## src/design/qra_pkg.sv

```systemverilog
`default_nettype none

package qra_pkg;

    // Configuration register indexes
    localparam int unsigned CFG_IDX_W = 3;
    localparam int unsigned CFG_DAT_W = 32;

    localparam logic [CFG_IDX_W-1:0] REG_MULT_X          = 3'd0;
    localparam logic [CFG_IDX_W-1:0] REG_MULT_SKIP       = 3'd1;
    localparam logic [CFG_IDX_W-1:0] REG_RIGHT_SHIFT     = 3'd2;
    localparam logic [CFG_IDX_W-1:0] REG_ZERO_POINT_X    = 3'd3;
    localparam logic [CFG_IDX_W-1:0] REG_ZERO_POINT_SKIP = 3'd4;
    localparam logic [CFG_IDX_W-1:0] REG_ZERO_POINT_OUT  = 3'd5;
    localparam logic [CFG_IDX_W-1:0] REG_RELU_ENABLE     = 3'd6;
    localparam logic [CFG_IDX_W-1:0] REG_WIDE_MODE       = 3'd7;

    // Datapath widths
    localparam int unsigned ELEM_W = 16;   // element and result
    localparam int unsigned DIFF_W = 17;   // element minus zero point
    localparam int unsigned MULT_W = 32;
    localparam int unsigned PROD_W = 49;   // DIFF_W + MULT_W
    localparam int unsigned ACC_W  = 50;   // sum of two products
    localparam int unsigned TRN_W  = 32;   // shifted sum after truncation
    localparam int unsigned OFS_W  = 34;   // truncated sum plus output zero point

    // Saturation bounds, held at offset-sum width
    localparam logic signed [OFS_W-1:0] I8_MIN  = -34'sd128;
    localparam logic signed [OFS_W-1:0] I8_MAX  = 34'sd127;
    localparam logic signed [OFS_W-1:0] I16_MIN = -34'sd32768;
    localparam logic signed [OFS_W-1:0] I16_MAX = 34'sd32767;

    typedef logic signed [ELEM_W-1:0] t_elem;

endpackage

`default_nettype wire

```

## src/design/quantized_residual_add.sv

```systemverilog
`default_nettype none

// Channel     Direction  Ports                                          Handshake
// ----------  ---------  ---------------------------------------------  -------------------------
// input       in         i_x_value, i_skip_value, i_last_in             start high, busy low
// result      out        o_out_value, o_last_out                        o_valid, one cycle, no hold
// config      in         i_cfg_we, i_cfg_idx, i_cfg_data                write at edge with i_cfg_we
//
// One transaction is accepted per cycle; busy is tied low since nothing blocks the input.
// Each result passes through one register per stage, in this order:
// input register (zero point removal), product register (two 17x32 multipliers),
// sum register (50-bit add and arithmetic shift), result register (offset, relu, clamp).
// Synchronous active-low reset clears the stage valid bits; the configuration registers
// reset to zero. The receiver cannot stall, so no result is ever held back.

module quantized_residual_add (
    input  wire                               i_clk,
    input  wire                               i_rst_n,
    input  wire                               start,
    output logic                              busy,
    input  wire  signed [qra_pkg::ELEM_W-1:0] i_x_value,
    input  wire  signed [qra_pkg::ELEM_W-1:0] i_skip_value,
    input  wire                               i_last_in,
    output logic                              o_valid,
    output logic signed [qra_pkg::ELEM_W-1:0] o_out_value,
    output logic                              o_last_out,
    input  wire                               i_cfg_we,
    input  wire         [qra_pkg::CFG_IDX_W-1:0] i_cfg_idx,
    input  wire         [qra_pkg::CFG_DAT_W-1:0] i_cfg_data
);
    import qra_pkg::*;

    // Configuration registers
    logic signed [MULT_W-1:0] r_mult_x;
    logic signed [MULT_W-1:0] r_mult_skip;
    logic        [5:0]        r_shift;
    logic signed [7:0]        r_zp_x;
    logic signed [7:0]        r_zp_skip;
    logic signed [7:0]        r_zp_out;
    logic                     r_relu;
    logic                     r_wide;

    // Pipeline registers
    logic                     r_v1, r_v2, r_v3, r_v4;
    logic                     r_last1, r_last2, r_last3, r_last4;
    logic signed [DIFF_W-1:0] r_dx, r_ds;
    logic signed [PROD_W-1:0] r_px, r_ps;
    logic signed [TRN_W-1:0]  r_trn;
    t_elem                    r_out;

    // Next values
    t_elem                    n_xv, n_sv;
    logic signed [DIFF_W-1:0] n_dx, n_ds;
    logic signed [PROD_W-1:0] n_px, n_ps;
    logic signed [ACC_W-1:0]  n_acc, n_sh;
    logic signed [OFS_W-1:0]  n_ofs, n_rl, n_lo, n_hi;
    t_elem                    n_out;
    logic                     n_accept;

    assign busy     = 1'b0;
    assign n_accept = start && !busy;

    // Configuration writes: apply at once; write only while the pipeline is empty
    always_ff @(posedge i_clk) begin
        if (!i_rst_n) begin
            r_mult_x    <= '0;
            r_mult_skip <= '0;
            r_shift     <= '0;
            r_zp_x      <= '0;
            r_zp_skip   <= '0;
            r_zp_out    <= '0;
            r_relu      <= 1'b0;
            r_wide      <= 1'b0;
        end else if (i_cfg_we) begin
            case (i_cfg_idx)
                REG_MULT_X:          r_mult_x    <= i_cfg_data;
                REG_MULT_SKIP:       r_mult_skip <= i_cfg_data;
                REG_RIGHT_SHIFT:     r_shift     <= i_cfg_data[5:0];
                REG_ZERO_POINT_X:    r_zp_x      <= i_cfg_data[7:0];
                REG_ZERO_POINT_SKIP: r_zp_skip   <= i_cfg_data[7:0];
                REG_ZERO_POINT_OUT:  r_zp_out    <= i_cfg_data[7:0];
                REG_RELU_ENABLE:     r_relu      <= i_cfg_data[0];
                REG_WIDE_MODE:       r_wide      <= i_cfg_data[0];
                default: ;
            endcase
        end
    end

    // Stage 1: narrow elements to int8 in narrow mode, drop zero point
    always_comb begin
        n_xv = r_wide ? i_x_value    : t_elem'({{8{i_x_value[7]}},    i_x_value[7:0]});
        n_sv = r_wide ? i_skip_value : t_elem'({{8{i_skip_value[7]}}, i_skip_value[7:0]});
        n_dx = $signed({n_xv[ELEM_W-1], n_xv}) - $signed({{9{r_zp_x[7]}}, r_zp_x});
        n_ds = $signed({n_sv[ELEM_W-1], n_sv}) - $signed({{9{r_zp_skip[7]}}, r_zp_skip});
    end

    // Stage 2: one multiplier per branch
    always_comb begin
        n_px = PROD_W'(r_dx) * PROD_W'(r_mult_x);
        n_ps = PROD_W'(r_ds) * PROD_W'(r_mult_skip);
    end

    // Stage 3: exact sum, arithmetic shift, keep the low 32 bits
    always_comb begin
        n_acc = $signed({r_px[PROD_W-1], r_px}) + $signed({r_ps[PROD_W-1], r_ps});
        n_sh  = n_acc >>> r_shift;
    end

    // Stage 4: add output zero point, relu, then clamp by mode
    always_comb begin
        n_ofs = $signed({{2{r_trn[TRN_W-1]}}, r_trn}) + $signed({{26{r_zp_out[7]}}, r_zp_out});
        n_rl  = (r_relu && n_ofs[OFS_W-1]) ? '0 : n_ofs;
        n_lo  = r_wide ? I16_MIN : I8_MIN;
        n_hi  = r_wide ? I16_MAX : I8_MAX;
        if (n_rl < n_lo) begin
            n_out = n_lo[ELEM_W-1:0];
        end else if (n_rl > n_hi) begin
            n_out = n_hi[ELEM_W-1:0];
        end else begin
            n_out = n_rl[ELEM_W-1:0];
        end
    end

    // Valid bits: advance one stage a cycle, clear on reset
    always_ff @(posedge i_clk) begin
        if (!i_rst_n) begin
            r_v1 <= 1'b0;
            r_v2 <= 1'b0;
            r_v3 <= 1'b0;
            r_v4 <= 1'b0;
        end else begin
            r_v1 <= n_accept;
            r_v2 <= r_v1;
            r_v3 <= r_v2;
            r_v4 <= r_v3;
        end
    end

    // Payload: advance freely, no reset
    always_ff @(posedge i_clk) begin
        r_dx    <= n_dx;
        r_ds    <= n_ds;
        r_last1 <= i_last_in;
        r_px    <= n_px;
        r_ps    <= n_ps;
        r_last2 <= r_last1;
        r_trn   <= n_sh[TRN_W-1:0];
        r_last3 <= r_last2;
        r_out   <= n_out;
        r_last4 <= r_last3;
    end

    assign o_valid     = r_v4;
    assign o_out_value = r_out;
    assign o_last_out  = r_last4;

    // Each accepted transaction emerges after every stage register, with its last flag
    a_latency: assert property (@(posedge i_clk) disable iff (!i_rst_n)
        ($past(i_rst_n, 1) && $past(i_rst_n, 2) && $past(i_rst_n, 3) && $past(i_rst_n, 4))
        |-> (o_valid == $past(start, 4)))
        else $error("result strobe does not follow accepted transaction");

    a_last: assert property (@(posedge i_clk) disable iff (!i_rst_n)
        ($past(i_rst_n, 1) && $past(i_rst_n, 2) && $past(i_rst_n, 3) && $past(i_rst_n, 4)
         && o_valid) |-> (o_last_out == $past(i_last_in, 4)))
        else $error("last flag lost in pipeline");

    a_narrow: assert property (@(posedge i_clk) disable iff (!i_rst_n)
        $past(r_v3 && !r_wide) |->
            ($signed(o_out_value) >= -16'sd128 && $signed(o_out_value) <= 16'sd127))
        else $error("int8 result out of range");

    a_relu: assert property (@(posedge i_clk) disable iff (!i_rst_n)
        $past(r_v3 && r_relu) |-> !o_out_value[ELEM_W-1])
        else $error("negative result with relu enabled");

endmodule

`default_nettype wire
```

## config.mk

```make
export PLATFORM = sky130hd
export DESIGN_NAME = quantized_residual_add
export DESIGN_NICKNAME = d
export VERILOG_FILES = /design/src/design/qra_pkg.sv /design/src/design/quantized_residual_add.sv
export SDC_FILE = /design/constraint.sdc
export NUM_CORES = 2
export LEC_CHECK = 0
export BUFFER_PORTS_ARGS = -buffer_cell sky130_fd_sc_hd__buf_2
export CAP_MARGIN = 0
export CORE_MARGIN = 1
export CORE_UTILIZATION = 70
export CTS_BUF_LIST = sky130_fd_sc_hd__clkbuf_4
export DETAILED_ROUTE_END_ITERATION = 10
export GPL_TIMING_DRIVEN = 0
export PLACE_DENSITY = 0.95
export SLEW_MARGIN = 10
export SYNTH_ARGS = -nofsm -noshare
export SYNTH_HDL_FRONTEND = slang
export SYNTH_SLANG_ARGS = --single-unit
```

## constraint.sdc

```tcl
create_clock -name i_clk -period 13 [get_ports i_clk]
set_input_delay 0.65 -clock i_clk [delete_from_list [all_inputs] [get_ports i_clk]]
set_output_delay 0.65 -clock i_clk [all_outputs]
set_load 0.02 [all_outputs]
```

# Yosys cells after proc, flatten, opt, wreduce, memory -nomap -nowiden
# Cells that the tools add are included.
dict set report totals {
  register_bits 284
  input_bits 72
  out_inout_bits 19
  wordCells 55
}
dict set report op_classes {
  n_addsub 4
  multipliers 2
  n_lt_le_gt_ge 2
  n_eq_ne 7
  n_shift 1
  mux 7
  n_reduce_logical 10
}
# cell n
set ops {}
lappend ops {{17-bit by 32-bit multiplier with 49-bit output} 2}
lappend ops {{16-bit 2-to-1 mux} 4}
lappend ops {{49-bit by 49-bit adder with 50-bit output} 1}
lappend ops {{50-bit by 6-bit >>> shifter with 32-bit output} 1}
lappend ops {{34-bit by 16-bit greater-than comparator with 1-bit output} 1}
lappend ops {{34-bit by 16-bit < comparator with 1-bit output} 1}
lappend ops {{34-bit 2-to-1 mux} 1}
lappend ops {{16-bit by 8-bit subtractor with 17-bit output} 2}
lappend ops {{32-bit by 8-bit adder with 33-bit output} 1}
lappend ops {{15-bit 2-to-1 mux} 2}
lappend ops {{2-bit AND reduction} 8}
lappend ops {{3-bit equality test, second input constant} 4}
lappend ops {{3-bit by 2-bit equality test with 1-bit output, second input constant} 2}
lappend ops {{3-bit by 1-bit equality test with 1-bit output, second input constant} 1}
lappend ops {{3-bit zero test} 1}
lappend ops {{1-bit logical AND} 1}

# Longest topological paths before layout
dict set report logic_depth {
  depth_word 6
  depth_mapped 28
  depth_no_buf 25
}

# Least setup slack after synthesis
# Ideal clock, no wire load.
dict set report synth_path {
  path_kind {reg-to-reg}
  from {register r_mult_x[10]}
  to {register r_px[42]}
  setup_ns 0.114
  arrival_ns 6.501
  setup_slack_ns 6.384
  path_stages_with_launch 24
  path_buffers 1
  path_cell_list {dfxtp_1 clkbuf_1 nand2_1 fa_1 fa_1 fa_1 fa_1 inv_1 fa_1 inv_1 fa_1 inv_1 ha_1 o211a_1 a211oi_1 nor3_1 o211ai_1 nand3_1 a221o_1 a21o_1 a2111oi_0 o21ai_0 mux2i_1 a2111oi_0}
}
dict set report synth_via {
  elab_chain_len 1
}
# element line_no
set synth_lines {}
lappend synth_lines {{start, declared} quantized_residual_add.sv:34} ;# logic signed [MULT_W-1:0] r_mult_x;
lappend synth_lines {{start signal, assigned} quantized_residual_add.sv:76} ;# REG_MULT_X: r_mult_x <= i_cfg_data;
lappend synth_lines {{17-bit by 32-bit multiplier with 49-bit output} quantized_residual_add.sv:99} ;# n_px = PROD_W'(r_dx) * PROD_W'(r_mult_x);
lappend synth_lines {{via n_px[42]} quantized_residual_add.sv:54} ;# logic signed [PROD_W-1:0] n_px, n_ps;
lappend synth_lines {{end signal, assigned} quantized_residual_add.sv:144} ;# r_px <= n_px;
lappend synth_lines {{end, declared} quantized_residual_add.sv:47} ;# logic signed [PROD_W-1:0] r_px, r_ps;
# The timed path passes the listed nets, and every way through them passes these cells.
# A chain may end at the register's enable or synchronous reset.

# Final worst setup path
dict set report layout_path {
  from {register r_dx[16]}
  to {register r_px[42]}
}
dict set report layout_via {
  elab_chain_len 1
}
# element line_no
set layout_lines {}
lappend layout_lines {{start, declared} quantized_residual_add.sv:46} ;# logic signed [DIFF_W-1:0] r_dx, r_ds;
lappend layout_lines {{start signal, assigned} quantized_residual_add.sv:141} ;# r_dx <= n_dx;
lappend layout_lines {{17-bit by 32-bit multiplier with 49-bit output} quantized_residual_add.sv:99}
lappend layout_lines {{via n_px[42]} quantized_residual_add.sv:54}
# The timed path passes the listed nets, and every way through them passes these cells.

==> flow_summary.toml <==
[run_status]
status = "finished, final reports clean"

[placed_design]
place_congestion = 1.081
place_area_um2 = 58200
dpl.hpwl_um = 159800
place_worst_setup_slack_ns = 4.200
port-buffer-count = 85

[timing]
fmax_mhz = 105.7
worst_slack_ns = 3.540
grt_setup_unrepaired = "no"
slew_headroom = 0.1119
skew_ns = 0.1434
setup-violations-final = 0
finalSetupTns_ns = 0
maxSlewViolCount = 0
tightest_slew_ns = 1.329
post-route-period-util = 0.7277
hold_violations = 0
fin_crit_ns = 9.460

[synthesis]
yosysTopAreaCell = "fa_1"
async_reset_ff_frac = 0
synthSimpleGateAreaFrac = 0.1808
syn_nets = 8039
synth-xor-area-share = 0.02514
postSynthCellCount = 6559
synth.top_cells.by_area = "fa_1, dfxtp_1, ha_1"
yosysTopAreaCellShare = 0.3710
yosys.cell_types.count = 93
synth.area.mux_share = 0.01975
synth-compound-area-share = 0.1240
synth_edf_count = 0
synth_top_family_by_area = "adder cells"
yosys_warnings = 0
synth_area_um2 = 56440
synthAdderAreaFrac = 0.4513
ys_ff_latch = 284
ys_seq_area_frac = 0.1007
avgSynthCellArea_um2 = 8.605
synth-main-ff-cell = "dfxtp_1"

[power_and_ir_drop]
p_sw_frac = 0.5617
switching_power_mw = 4.393
comb_power_share = 0.724
p_int_mw = 3.428
power.density_nw_per_um2 = 132.0
clkPwrFrac = 0.112
p_leak_nw = 29.25
sequentialPowerShare = 0.164
peakVddDrop_uv = 126.8

[detailed_routing]
vias_per_cell = 6.437
wl_per_cell_um = 24.85
vias = 50500
drtIter0Drc = 5983
routed_wirelength_um = 195000
route.detailed.drc = 0
first_pass_iters = 9
final_antenna_net_count = 0

[floorplanning]
die_area_um2 = 81770
initial_core_util = 0.7110
coreArea_um2 = 79390
io_pins = 91
die_w_um = 286.0
die_h_um = 286.0
row_count = 103

[cts]
cts_sinks = 284
clk_pin_slew_ns = 0.07
htree_levels = 3
cts_buffers = 77
cts_tree = "built"
clock_path_buffers = 3
post-cts-setup-buffers = 0
cts_root_buffer = "clkbuf_4"
clock_latency_ns = 0.92

[worst_setup_path]
end_kind = "flip-flop"
reg2reg_depth = 23
crit_fanout = 10
critPathRequiredTime_ns = 13.61
arrival_ns = 10.07
crit_type = "flip-flop to flip-flop"
cp-start-kind = "flip-flop"

[cells_and_area]
drive_gt1_frac = 0.04364
fin_area_um2 = 59270
mostFrequentLayoutCell = "inv_1"
fin_nets = 8206
area_delta_synth_final_pct = 5.015
fillerInstances = 5698
final_util = 0.7466
final_cell_mix = "inv_1, fa_1, nand2_1, and2_1, ha_1"

[global_routing]
overflow = 0
grt_pass1_vias = 52120
met2_usage = 0.7352
gr-usage-met3 = 0.1604
antenna_found_initial = 18
busiest_layer = "met2"
grt_max_degree = 27
grt.met1_usage = 0.5723
grtUsageTotal = 0.4852
grt_pass1_wl_um = 296400

[worst_hold_path]
min_path_type = "input port to flip-flop"
worstHoldPathCells = 3

[job]
drv_cap = 0
==> state kept, by name (all words and copies together), names as in the netlist, 16 cells and up <==
name / cells
r_mult_x: 32
r_dx: 17
r_trn: 32
o_out_value: 16
r_ds: 17
r_ps: 49
r_mult_skip: 32
r_px: 49
==> power groups by stage <==
| stage | clock network [mW] | logic (mW) | registers (mW) |
|---|---|---|---|
| after floorplan | 0 | 3.59 | 1.21 |
| after global placement | 0 | 5.26 | 1.28 |
| after detailed placement | 0 | 5.34 | 1.28 |
| after CTS | 0.878 | 5.37 | 1.27 |
| after global routing | 0.934 | 5.97 | 1.28 |
| final | 0.879 | 5.66 | 1.28 |
==> metal layers <==
| metal | wire (um) | part of all wire |
|---|---|---|
| met2 | 83980 | 0.43 |
| met3 | 27610 | 0.14 |
| met5 | 262 | 0.0013 |
| met4 | 18190 | 0.093 |
| met1 | 64960 | 0.33 |
==> cells in the mapped netlist (all sizes together) (11+ instances only) <==
library cell  count
a2111oi          22
a211o            23
a211oi           48
a21boi          109
a21o             92
a21oi           217
a221oi           11
a22oi            16
a311oi           11
a31oi            30
and2            493
and3             35
buf              31
clkbuf          287
dfxtp           284
fa             1046
ha              362
inv            1147
mux2             19
mux2i            45
mux4             20
nand2           985
nand2b           44
nand3            69
nand3b           11
nand4            44
nor2            249
nor2b            37
nor3             76
nor4             22
o2111ai          12
o211ai           43
o21a             51
o21ai           166
o21bai           23
o311ai           11
o31ai            19
or3              24
xnor2           118
xor2             44
==> cells by family after synthesis <==
kind of cell / count (synthesis)
buf+inv: 1468
simple gates: 2138
xor+xnor: 162
other cells: 1
mux: 84
flops: 284
fa+ha+maj: 1408
compound gates: 1014
==> cell type report <==
| type | instances | area (um2) | share of cell area |
|---|---|---|---|
| diodes | 14 | 35.03 | 0.0005911 |
| plain buffers | 318 | 1230 | 0.02075 |
| clock buffers | 98 | 735.7 | 0.01241 |
| clock inverters | 37 | 280.3 | 0.004729 |
| inverters | 1150 | 4317 | 0.07283 |
| multi-input cells | 4807 | 45220 | 0.7629 |
| flip-flops and latches | 284 | 5687 | 0.09594 |
| well taps | 1050 | 1314 | 0.02217 |
| repair buffers | 88 | 456.7 | 0.007705 |
==> repair_timing <==
action / 4_1_cts / 5_1_grt
hold buffers: 2 / 0
resized for setup: 0 / 0
endpoints found under the hold margin: 2 / 0
==> final timing paths <==
kind | start | endpoint | slack [ns]
worst max-delay path | r_dx[16]$_DFF_P_ | r_px[42]$_DFF_P_ | 3.54
worst min-delay path | i_cfg_data[27] | r_mult_x[27]$_SDFFE_PN0P_ | 0.07
worst max register to register | r_dx[16]$_DFF_P_ | r_px[42]$_DFF_P_ | 3.54
worst min register to register | r_last1$_DFF_P_ | r_last2$_DFF_P_ | 0.33
==> through the flow <==
stage               instances  hold WS [ns]  power (mW)
finish                   7846       0.06659       7.821
global route             7836       0.06593       8.182
CTS                      7832       0.06200       7.521
detailed placement       7695        0.3161       6.625
global placement         7694        0.3133       6.542
floorplan                6559        0.3096       4.799
==> critical path, stage by stage (launching register included) <==
cell,delay (ns)
dfxtp_1,0.67
clkinv_1,0.62
clkbuf_1,0.49
nor2_1,0.23
fa_1,0.45
fa_1,0.46
fa_1,0.53
fa_1,0.46
fa_1,0.50
inv_1,0.05
fa_1,0.47
inv_1,0.04
ha_1,0.33
o21ai_0,0.18
nand2b_1,0.09
and3_1,0.20
o211ai_1,0.09
nand3_1,0.18
a221o_1,0.42
a21o_1,0.25
a2111oi_0,0.78
o21ai_0,0.31
mux2i_1,0.18
a2111oi_1,1.15
No activity file was read; power rests on OpenSTA's default activity.
